[config.mk]
export PLATFORM = sky130hd
export DESIGN_NAME = pli_lerp
export DESIGN_NICKNAME = d
export VERILOG_FILES = /design/src/rtl/core/piecewise_linear_map_interpolator_assert.svh /design/src/rtl/core/pli_pkg.sv /design/src/rtl/core/pli_div_cell.sv /design/src/rtl/core/pli_lerp.sv
export SDC_FILE = /design/constraint.sdc
export NUM_CORES = 2
export LEC_CHECK = 0
export BUFFER_PORTS_ARGS = -buffer_cell sky130_fd_sc_hd__buf_2
export CORE_UTILIZATION = 50
export DETAILED_ROUTE_END_ITERATION = 6
export GPL_ROUTABILITY_DRIVEN = 0
export HOLD_SLACK_MARGIN = 0.05
export PLACE_DENSITY = 0.71
export REMOVE_ABC_BUFFERS = 1
export SLEW_MARGIN = 25
export SYNTH_ARGS = -nofsm -noshare
export SYNTH_HDL_FRONTEND = slang
export SYNTH_SLANG_ARGS = --single-unit
[constraint.sdc]
create_clock -name clk -period 12.2 [get_ports clk]
set_input_delay 1.22 -clock clk [delete_from_list [all_inputs] [get_ports clk]]
set_output_delay 1.22 -clock clk [all_outputs]
set_load 0.005 [all_outputs]
[src/rtl/core/piecewise_linear_map_interpolator_assert.svh]
// ----------------------------------------------------------------------------
// Assertion macros for the piecewise-linear map interpolator
// Short helpers for clocked implication checks with synchronous reset.
// ----------------------------------------------------------------------------
`ifndef PIECEWISE_LINEAR_MAP_INTERPOLATOR_ASSERT_SVH
`define PIECEWISE_LINEAR_MAP_INTERPOLATOR_ASSERT_SVH

// condition in this cycle implies consequence in the same cycle
`define PLI_ASSERT_SAME(label, clk, rst, cond, cons) \
  label: assert property (@(posedge clk) disable iff (rst) (cond) |-> (cons)) \
    else $error("assertion failed: same-cycle implication");

// condition in this cycle implies consequence in the next cycle
`define PLI_ASSERT_NEXT(label, clk, rst, cond, cons) \
  label: assert property (@(posedge clk) disable iff (rst) (cond) |=> (cons)) \
    else $error("assertion failed: next-cycle implication");

`endif

[src/rtl/core/pli_pkg.sv]
// ----------------------------------------------------------------------------
// pli_pkg
// Shared field widths, codes and status types of the map interpolator.
// ----------------------------------------------------------------------------
package pli_pkg;

  localparam int CFG_W    = 7;
  localparam int IDX_W    = 6;
  localparam int SEG_W    = 6;
  localparam int REGION_W = 2;

  localparam logic [REGION_W-1:0] REGION_INSIDE = 2'd0;
  localparam logic [REGION_W-1:0] REGION_BELOW  = 2'd1;
  localparam logic [REGION_W-1:0] REGION_ABOVE  = 2'd2;

  localparam logic MODE_LOAD  = 1'b0;
  localparam logic MODE_QUERY = 1'b1;

  // status handed from an interpolation unit to the sequencer
  typedef struct packed {
    logic done;
    logic fault;
  } lerp_status_t;

endpackage

[src/rtl/core/pli_div_cell.sv]
// ----------------------------------------------------------------------------
// pli_div_cell
// One restoring division step: shifts in a dividend bit, emits a quotient bit.
// ----------------------------------------------------------------------------
module pli_div_cell #(
  parameter int RW = 34,
  parameter int QW = 36
) (
  input  logic [RW-1:0] divisor,
  input  logic [RW-1:0] rem_in,
  input  logic [QW-1:0] low_in,
  output logic [RW-1:0] rem_out,
  output logic [QW-1:0] low_out
);

  logic [RW:0] trial;
  logic [RW:0] diff;
  logic        ge;

  // remainder stays below the divisor, so the trial fits one extra bit
  always_comb begin
    trial   = {rem_in, low_in[QW-1]};
    diff    = trial - {1'b0, divisor};
    ge      = (trial >= {1'b0, divisor});
    rem_out = ge ? diff[RW-1:0] : trial[RW-1:0];
    low_out = {low_in[QW-2:0], ge};
  end

endmodule

[src/rtl/core/pli_lerp.sv]
// ----------------------------------------------------------------------------
// pli_lerp
// Linear interpolation on one axis: split multiply, division over a cell
// chain, rounding to nearest and saturation.
// ----------------------------------------------------------------------------
module pli_lerp #(
  parameter int CW        = 32,
  parameter int DIV_CELLS = 2
) (
  input  logic                  clk,
  input  logic                  rst,
  input  logic                  go,
  input  logic signed [CW-1:0]  q,
  input  logic signed [CW-1:0]  p0,
  input  logic signed [CW-1:0]  p1,
  input  logic signed [CW-1:0]  m0,
  input  logic signed [CW-1:0]  m1,
  output logic signed [CW-1:0]  res,
  output pli_pkg::lerp_status_t status
);

  localparam int DW     = CW + 1;
  localparam int LOB    = (DW + 1) / 2;
  localparam int HIB    = DW - LOB;
  localparam int PW     = 2 * DW;
  localparam int NW     = PW + 1;
  localparam int RW     = DW + 1;
  localparam int QW     = ((CW + 3 + DIV_CELLS - 1) / DIV_CELLS) * DIV_CELLS;
  localparam int DSTEPS = QW / DIV_CELLS;
  localparam int CNT_W  = $clog2(DSTEPS + 1);
  localparam int EW     = QW + 2;

  typedef enum logic [2:0] {
    L_IDLE, L_MUL0, L_MUL1, L_SUM, L_NUM, L_DIV, L_FIN
  } lstate_t;

  lstate_t              state;
  logic signed [DW-1:0] a;
  logic signed [DW-1:0] b;
  logic signed [DW-1:0] den;
  logic signed [CW-1:0] base;
  logic [DW-1:0]        ma;
  logic [DW-1:0]        mb;
  logic [DW-1:0]        ud;
  logic                 neg;
  logic [DW+LOB-1:0]    p_lo;
  logic [DW+HIB-1:0]    p_hi;
  logic [PW-1:0]        prod;
  logic [NW-1:0]        num;
  logic [RW-1:0]        dvs;
  logic                 ovf;
  logic [RW-1:0]        rem;
  logic [QW-1:0]        low;
  logic [CNT_W-1:0]     cnt;
  logic [RW-1:0]        rem_c [DIV_CELLS+1];
  logic [QW-1:0]        low_c [DIV_CELLS+1];
  logic signed [EW-1:0] sum;
  logic signed [EW-1:0] maxv;
  logic signed [EW-1:0] minv;
  logic [QW-1:0]        lim;

  // magnitudes, rounding numerator, saturation bounds and the quotient applied with its sign
  always_comb begin
    ma   = a[DW-1]   ? DW'(-a)   : DW'(a);
    mb   = b[DW-1]   ? DW'(-b)   : DW'(b);
    ud   = den[DW-1] ? DW'(-den) : DW'(den);
    num  = {prod, 1'b0} + NW'(ud);
    maxv = (EW'(1) <<< (CW - 1)) - EW'(1);
    minv = -(EW'(1) <<< (CW - 1));
    lim  = QW'(1) << (CW + 1);
    sum  = neg ? (EW'(base) - $signed({2'b00, low}))
               : (EW'(base) + $signed({2'b00, low}));
  end

  // division cell chain, several quotient bits per cycle
  assign rem_c[0] = rem;
  assign low_c[0] = low;
  for (genvar k = 0; k < DIV_CELLS; k++) begin : g_cell
    pli_div_cell #(.RW(RW), .QW(QW)) u_cell (
      .divisor (dvs),
      .rem_in  (rem_c[k]),
      .low_in  (low_c[k]),
      .rem_out (rem_c[k+1]),
      .low_out (low_c[k+1])
    );
  end

  // sequencer and datapath registers
  always_ff @(posedge clk) begin
    if (rst) begin
      state        <= L_IDLE;
      status.done  <= 1'b0;
      status.fault <= 1'b0;
    end else begin
      status.done <= 1'b0;
      unique case (state)
        L_IDLE: begin
          if (go) begin
            a     <= {q[CW-1], q} - {p0[CW-1], p0};
            b     <= {m1[CW-1], m1} - {m0[CW-1], m0};
            den   <= {p1[CW-1], p1} - {p0[CW-1], p0};
            base  <= m0;
            state <= L_MUL0;
          end
        end
        L_MUL0: begin
          neg   <= (a[DW-1] ^ b[DW-1]) ^ den[DW-1];
          p_lo  <= ma * mb[LOB-1:0];
          dvs   <= {ud, 1'b0};
          state <= L_MUL1;
        end
        L_MUL1: begin
          p_hi  <= ma * mb[DW-1:LOB];
          state <= L_SUM;
        end
        L_SUM: begin
          prod  <= PW'(p_lo) + (PW'(p_hi) << LOB);
          state <= L_NUM;
        end
        L_NUM: begin
          ovf   <= ((num >> QW) >= NW'(dvs));
          rem   <= RW'(num >> QW);
          low   <= num[QW-1:0];
          cnt   <= '0;
          state <= L_DIV;
        end
        L_DIV: begin
          rem <= rem_c[DIV_CELLS];
          low <= low_c[DIV_CELLS];
          cnt <= cnt + CNT_W'(1);
          if (cnt == CNT_W'(DSTEPS - 1)) begin
            state <= L_FIN;
          end
        end
        L_FIN: begin
          status.done  <= 1'b1;
          status.fault <= (den == '0);
          if (den == '0 || a == '0 || b == '0) begin
            res <= base;
          end else if (ovf || low > lim) begin
            res <= neg ? CW'(minv) : CW'(maxv);
          end else if (sum > maxv) begin
            res <= CW'(maxv);
          end else if (sum < minv) begin
            res <= CW'(minv);
          end else begin
            res <= CW'(sum);
          end
          state <= L_IDLE;
        end
        default: state <= L_IDLE;
      endcase
    end
  end

endmodule

* Yosys cells after proc, flatten, opt, wreduce, memory -nomap -nowiden
Index checks and enable logic that the tools add are counted.
** Cells by class
- $add $sub $neg :: 13
- Multipliers :: 2
- Magnitude comparators :: 6
- Eq/ne operators :: 9
- Mux-type cells :: 18
- Bitwise gates (word level) :: 3
- Reduce and logical (&&, ||, !) cells :: 16
** Operator list (count)
- two-way mux 32 bit :: 5
- logical NOT 33 bit :: 3
- two-way mux 33 bit :: 3
- negation 33 bit :: 3
- subtractor 32 x 32 -> 33 bit :: 3
- case mux 36 bit (2 select lines) :: 1
- >= comparator 35 x 34 -> 1 bit :: 2
- two-way mux 34 bit :: 2
- case mux 34 bit (2 select lines) :: 1
- subtractor 34 bit :: 2
- adder 67 x 33 -> 67 bit :: 1
- adder 50 x 66 -> 66 bit :: 1
- multiplier 33 x 17 -> 50 bit :: 1
- multiplier 33 x 16 -> 49 bit :: 1
- adder 32 x 37 -> 38 bit :: 1
- > comparator 38 x 32 -> 1 bit, second input constant :: 1
- < comparator 38 x 32 -> 1 bit, second input constant :: 1
- two-way mux 38 bit :: 1
- subtractor 32 x 37 -> 38 bit :: 1
- > comparator 36 x 34 -> 1 bit, second input constant :: 1
- >= comparator 31 x 34 -> 1 bit :: 1
- case mux 3 bit (6 select lines) :: 1
- AND reduction 2 bit :: 7
- case mux 5 bit (2 select lines) :: 1
- other kinds (14) :: 22
** Storage, ports and cells
- Flip-flop bits (word level) :: 443
- Input port bits :: 163
- Output and inout bits :: 34
- Word-level logic and storage cells :: 84

* Logic depth before layout (Yosys ltp)
- Word-level depth :: 7
- Mapped depth :: 37
- Mapped depth without buffers :: 35

* Cells and area by module
From an unflattened synthesis, not the netlist that was laid out.
** Second synthesis, totals
- Cell total of the unflattened synthesis :: 7628
- Area total of the unflattened synthesis :: 68139.1 µm²
** By module, submodules not included
- pli_lerp :: times used 1, cells an instance 6796, area an instance 62646.3 µm², seq. area each 13252.7 µm²
- pli_div_cell :: times used 2, cells an instance 416, area an instance 2746.4 µm², seq. area each 0.0 µm²

* Least setup slack after synthesis
Ideal clock, no wire load.
- Path kind :: input to register
- Start :: input port rst
- End :: register a[0] (enable)
- Data arrival time :: 10354 ps
- Data required time :: 11419 ps
- Setup slack :: 1065 ps
- Stages :: 2
- Path buffers :: 1
- Cells stage by stage :: clkbuf_1 > nor3_1
** On the way
- Word-level cells in the longest chain between the ends :: 2
** Ends and longest elaborated chain
- start, declared :: line pli_lerp.sv:11 : input logic rst,
- inverter 1 bit (no line)
- AND reduction 3 bit (no line)
- end signal, assigned :: line pli_lerp.sv:99 : a <= {q[CW-1], q} - {p0[CW-1], p0};
- end, declared :: line pli_lerp.sv:38 : logic signed [DW-1:0] a;
Every way passes these cells.
A chain may end at the register's enable or synchronous reset.

* Worst setup path in the final report
- Start :: register b[0]
- End :: register p_lo[46], data pin
** On the way
- Word-level cells in the longest chain between the ends :: 3
** Ends and longest elaborated chain
- start, declared :: line pli_lerp.sv:39 : logic signed [DW-1:0] b;
- start signal, assigned :: line pli_lerp.sv:100 : b <= {m1[CW-1], m1} - {m0[CW-1], m0};
- negation 33 bit :: line pli_lerp.sv:65 : mb = b[DW-1] ? DW'(-b) : DW'(b);
- two-way mux 33 bit * :: line pli_lerp.sv:65
- multiplier 33 x 17 -> 50 bit * :: line pli_lerp.sv:108 : p_lo <= ma * mb[LOB-1:0];
- end signal, assigned :: line pli_lerp.sv:108
- end, declared :: line pli_lerp.sv:46 : logic [DW+LOB-1:0] p_lo;
Every way passes the cells marked *; elsewhere a longest branch is shown, timed or not.

==> insert_results.sql <==
INSERT INTO impl_metrics (metric_group, metric, value, unit) VALUES
('synth', 'ys_ff_latch', '443', ''),
('clocking', 'worst_setup_hold_path_clk_slew', '0.06', 'ns'),
('route', 'routed_wl', '206000', 'um'),
('sta', 'finalSetupTns', '0', 'ns'),
('setup_path', 'worstRegToRegCells', '30', ''),
('global_routing', 'grt_max_degree', '85', ''),
('route', 'met1_length', '76900', 'um'),
('status', 'failing_checks', 'DRC', ''),
('setup_path', 'regToRegStartpoint', 'b[0]$_DFFE_PP_', ''),
('global_routing', 'groute.usage.overall', '31.0', '%'),
('clocking', 'cts_made_buffers', '46', ''),
('synth', 'flip_flop_cell_with_the_highest_count_after_synthesis', 'sky130_fd_sc_hd__edfxtp_1', ''),
('setup_path', 'critical_path_required', '12.55', 'ns'),
('setup_path', 'path_max_fanout', '31', ''),
('sta', 'setup_repair_after_global_routing_missed_its_margin', 'no', ''),
('route', 'route.vias.total', '54100', ''),
('setup_path', 'cp_common_cell', 'sky130_fd_sc_hd__fa_1', ''),
('floorplan', 'design.die.area', '134000', 'um^2'),
('setup_path', 'crit_arrival', '10.84', 'ns'),
('sta', 'report.final.hold_viol_count', '0', ''),
('placement', 'port_buffers', '196', ''),
('setup_path', 'timing.critical_path.from_type', 'register', ''),
('setup_path', 'rrSetupSlack', '1.71', 'ns'),
('clocking', 'cts.path.max_buffers', '3', ''),
('clocking', 'cts_root_buffer', 'sky130_fd_sc_hd__clkbuf_16', ''),
('floorplan', 'design.portCount', '197', ''),
('route', 'routed.top_layer', 'met5', ''),
('run', 'drv_cap', '0', ''),
('clocking', 'tritoncts', 'built', ''),
('floorplan', 'initial_utilization', '50.3', '%'),
('setup_path', 'critical_path.reg2reg.endpoint', 'p_lo[46]$_DFFE_PP_', ''),
('synth', 'post_synth.cell_area_avg', '9.02', 'um^2'),
('hold_path', 'worst_hold_class', 'register to register', ''),
('finish', 'final_core_util', '54.6', '%'),
('route', 'antenna_violating_nets_post_route', '0', ''),
('synth', 'async_flop_share', '0', '%'),
('global_routing', 'grt_first_pass_wirelength', '315000', 'um'),
('setup_path', 'critical_path.slowest_cell', 'sky130_fd_sc_hd__xor2_2', ''),
('hold_path', 'hold_path.startpoint', 'p_lo[1]$_DFFE_PP_', ''),
('finish', 'area_growth_from_synthesis_to_final_layout', '8.53', '%'),
('synth', 'ys_warn_count', '0', ''),
('placement', 'pre_cts_worst_setup_slack', '2.00', 'ns'),
('hold_path', 'timing.hold.worst_endpoint', 'prod[1]$_DFFE_PP_', ''),
('synth', 'synth_cells', '7332', ''),
('synth', 'synthesis.area', '66100', 'um^2'),
('floorplan', 'die_w', '366', 'um'),
('clocking', 'cts.sinks', '443', ''),
('route', 'violation_count_after_the_first_detailed_routing_iteration', '5033', ''),
('sta', 'slew_headroom', '24.3', '%'),
('global_routing', 'overflow', '0', ''),
('clocking', 'worst_skew_pair_latency', '0.63', 'ns'),
('clocking', 'post_cts.repair.setup_buffers', '0', ''),
('finish', 'fillers', '11500', ''),
('global_routing', 'number_of_antenna_violations_at_the_first_check_in_global_routing', '9', ''),
('clocking', 'h-tree-depth', '2', ''),
('setup_path', 'startpoint', 'b[0]$_DFFE_PP_', ''),
('placement', 'dpl.hpwl', '166000', 'um'),
('route', 'wire_length_on_met3', '21400', 'um'),
('route', 'wire_per_inst', '22.2', 'um'),
('finish', 'layout_commonest_cell', 'sky130_fd_sc_hd__inv_1', ''),
('route', 'met2_length', '93100', 'um'),
('sta', 'setup_viol', '0', ''),
('setup_path', 'slowest_delay', '0.74', 'ns'),
('hold_path', 'min_path_cells', '0', ''),
('sta', 'setup_ws', '1.71', 'ns'),
('status', 'status', 'complete, but fails checks', ''),
('sta', 'part_of_the_cycle_the_worst_path_needs', '86.0', '%'),
('synth', 'post_synth_edffs', '438', ''),
('sta', 'worst_clock_skew', '0.0306', 'ns'),
('route', 'drcViolationCount', '4', ''),
('setup_path', 'critPathCaptureType', 'register', '');
[per-layer routing]
| layer | track usage, % | up-vias |
|---|---|---|
| met4 | 18.1 | 8 |
| met1 | 38.2 | 26500 |
| met2 | 49.7 | 2775 |
| li1 | - | 24100 |
| met5 | 0 | - |
| met3 | 7.49 | 677 |
[worst max-delay path: cells and delay by family, from the launching register on]
family / cells / cell delay, ns
flops: 1 / 0.37
simple gates: 10 / 2.30
buf+inv: 4 / 1.03
fa+ha+maj: 8 / 3.79
xor+xnor: 2 / 0.84
compound gates: 6 / 1.88
[through the flow]
stage	hold slack (ns)	instances
after floorplan	0.400	7089
after global placement	0.403	9161
after detailed placement	0.405	9161
after CTS	0.412	9241
after global routing	0.422	9243
final	0.414	9247
[synthesized netlist by cell type (all sizes together) (173+ instances only)]
master  count  area (um^2)
xor2      173         1520
clkbuf    216          811
xnor2     361         3170
o21ai     255         1280
fa        904        18100
ha        545         6820
a21o      200         1500
inv      1198         4500
nand2     984         3690
nor2      661         2490
a21oi     347         1740
edfxtp    438        13200
[worst max-delay path by stage]
| stage | endpoint | slack (ns) | cells past startpoint |
|---|---|---|---|
| 3_5_place_dp | p_lo[46]$_DFFE_PP_ | 2.00 | 30 |
| 6_report | p_lo[46]$_DFFE_PP_ | 1.71 | 30 |
| 3_3_place_gp | p_hi[47]$_DFFE_PP_ | 2.12 | 32 |
| 5_1_grt | p_lo[46]$_DFFE_PP_ | 1.31 | 30 |
| 2_1_floorplan | a[0]$_DFFE_PP_ | 1.29 | 1 |
| 4_1_cts | p_lo[46]$_DFFE_PP_ | 1.93 | 30 |
[layout make-up]
cell class | count | area, um^2 | area share, %
Antenna cell | 4 | 10.0 | 0.0140
Clock buffer | 53 | 1200 | 1.67
Clock inverter | 27 | 415 | 0.579
Inverter | 1201 | 4510 | 6.28
Multi-Input combinational cell | 5445 | 48200 | 67.2
Sequential cell | 443 | 13300 | 18.5
Tap cell | 1755 | 2200 | 3.06
Timing Repair Buffer | 319 | 1950 | 2.72
[sequential cells by signal, indices dropped and copies added (netlist names)]
signal  count
base       32
state       3
rem        34
p_lo       50
res        32
p_hi       49
neg         1
dvs        33
a          33
ovf         1
cnt         5
low        36
den        33
prod       66
b          33
status      2
[kinds of logic after synthesis]
family | count (synthesis) | share of synthesized area (%)
and+or+nand+nor | 2206 | 14.6
xor gates and xnor gates | 534 | 7.09
DFF | 443 | 20.0
muxes | 15 | 0.250
adders and majority gates | 1449 | 37.7
buffers and inverters | 1444 | 8.26
AOI/OAI and AO/OA | 1241 | 12.1
Power is left out: the tool's default activity adds up to more than one toggle a clock period on the data nets, which glitch-free logic cannot reach.
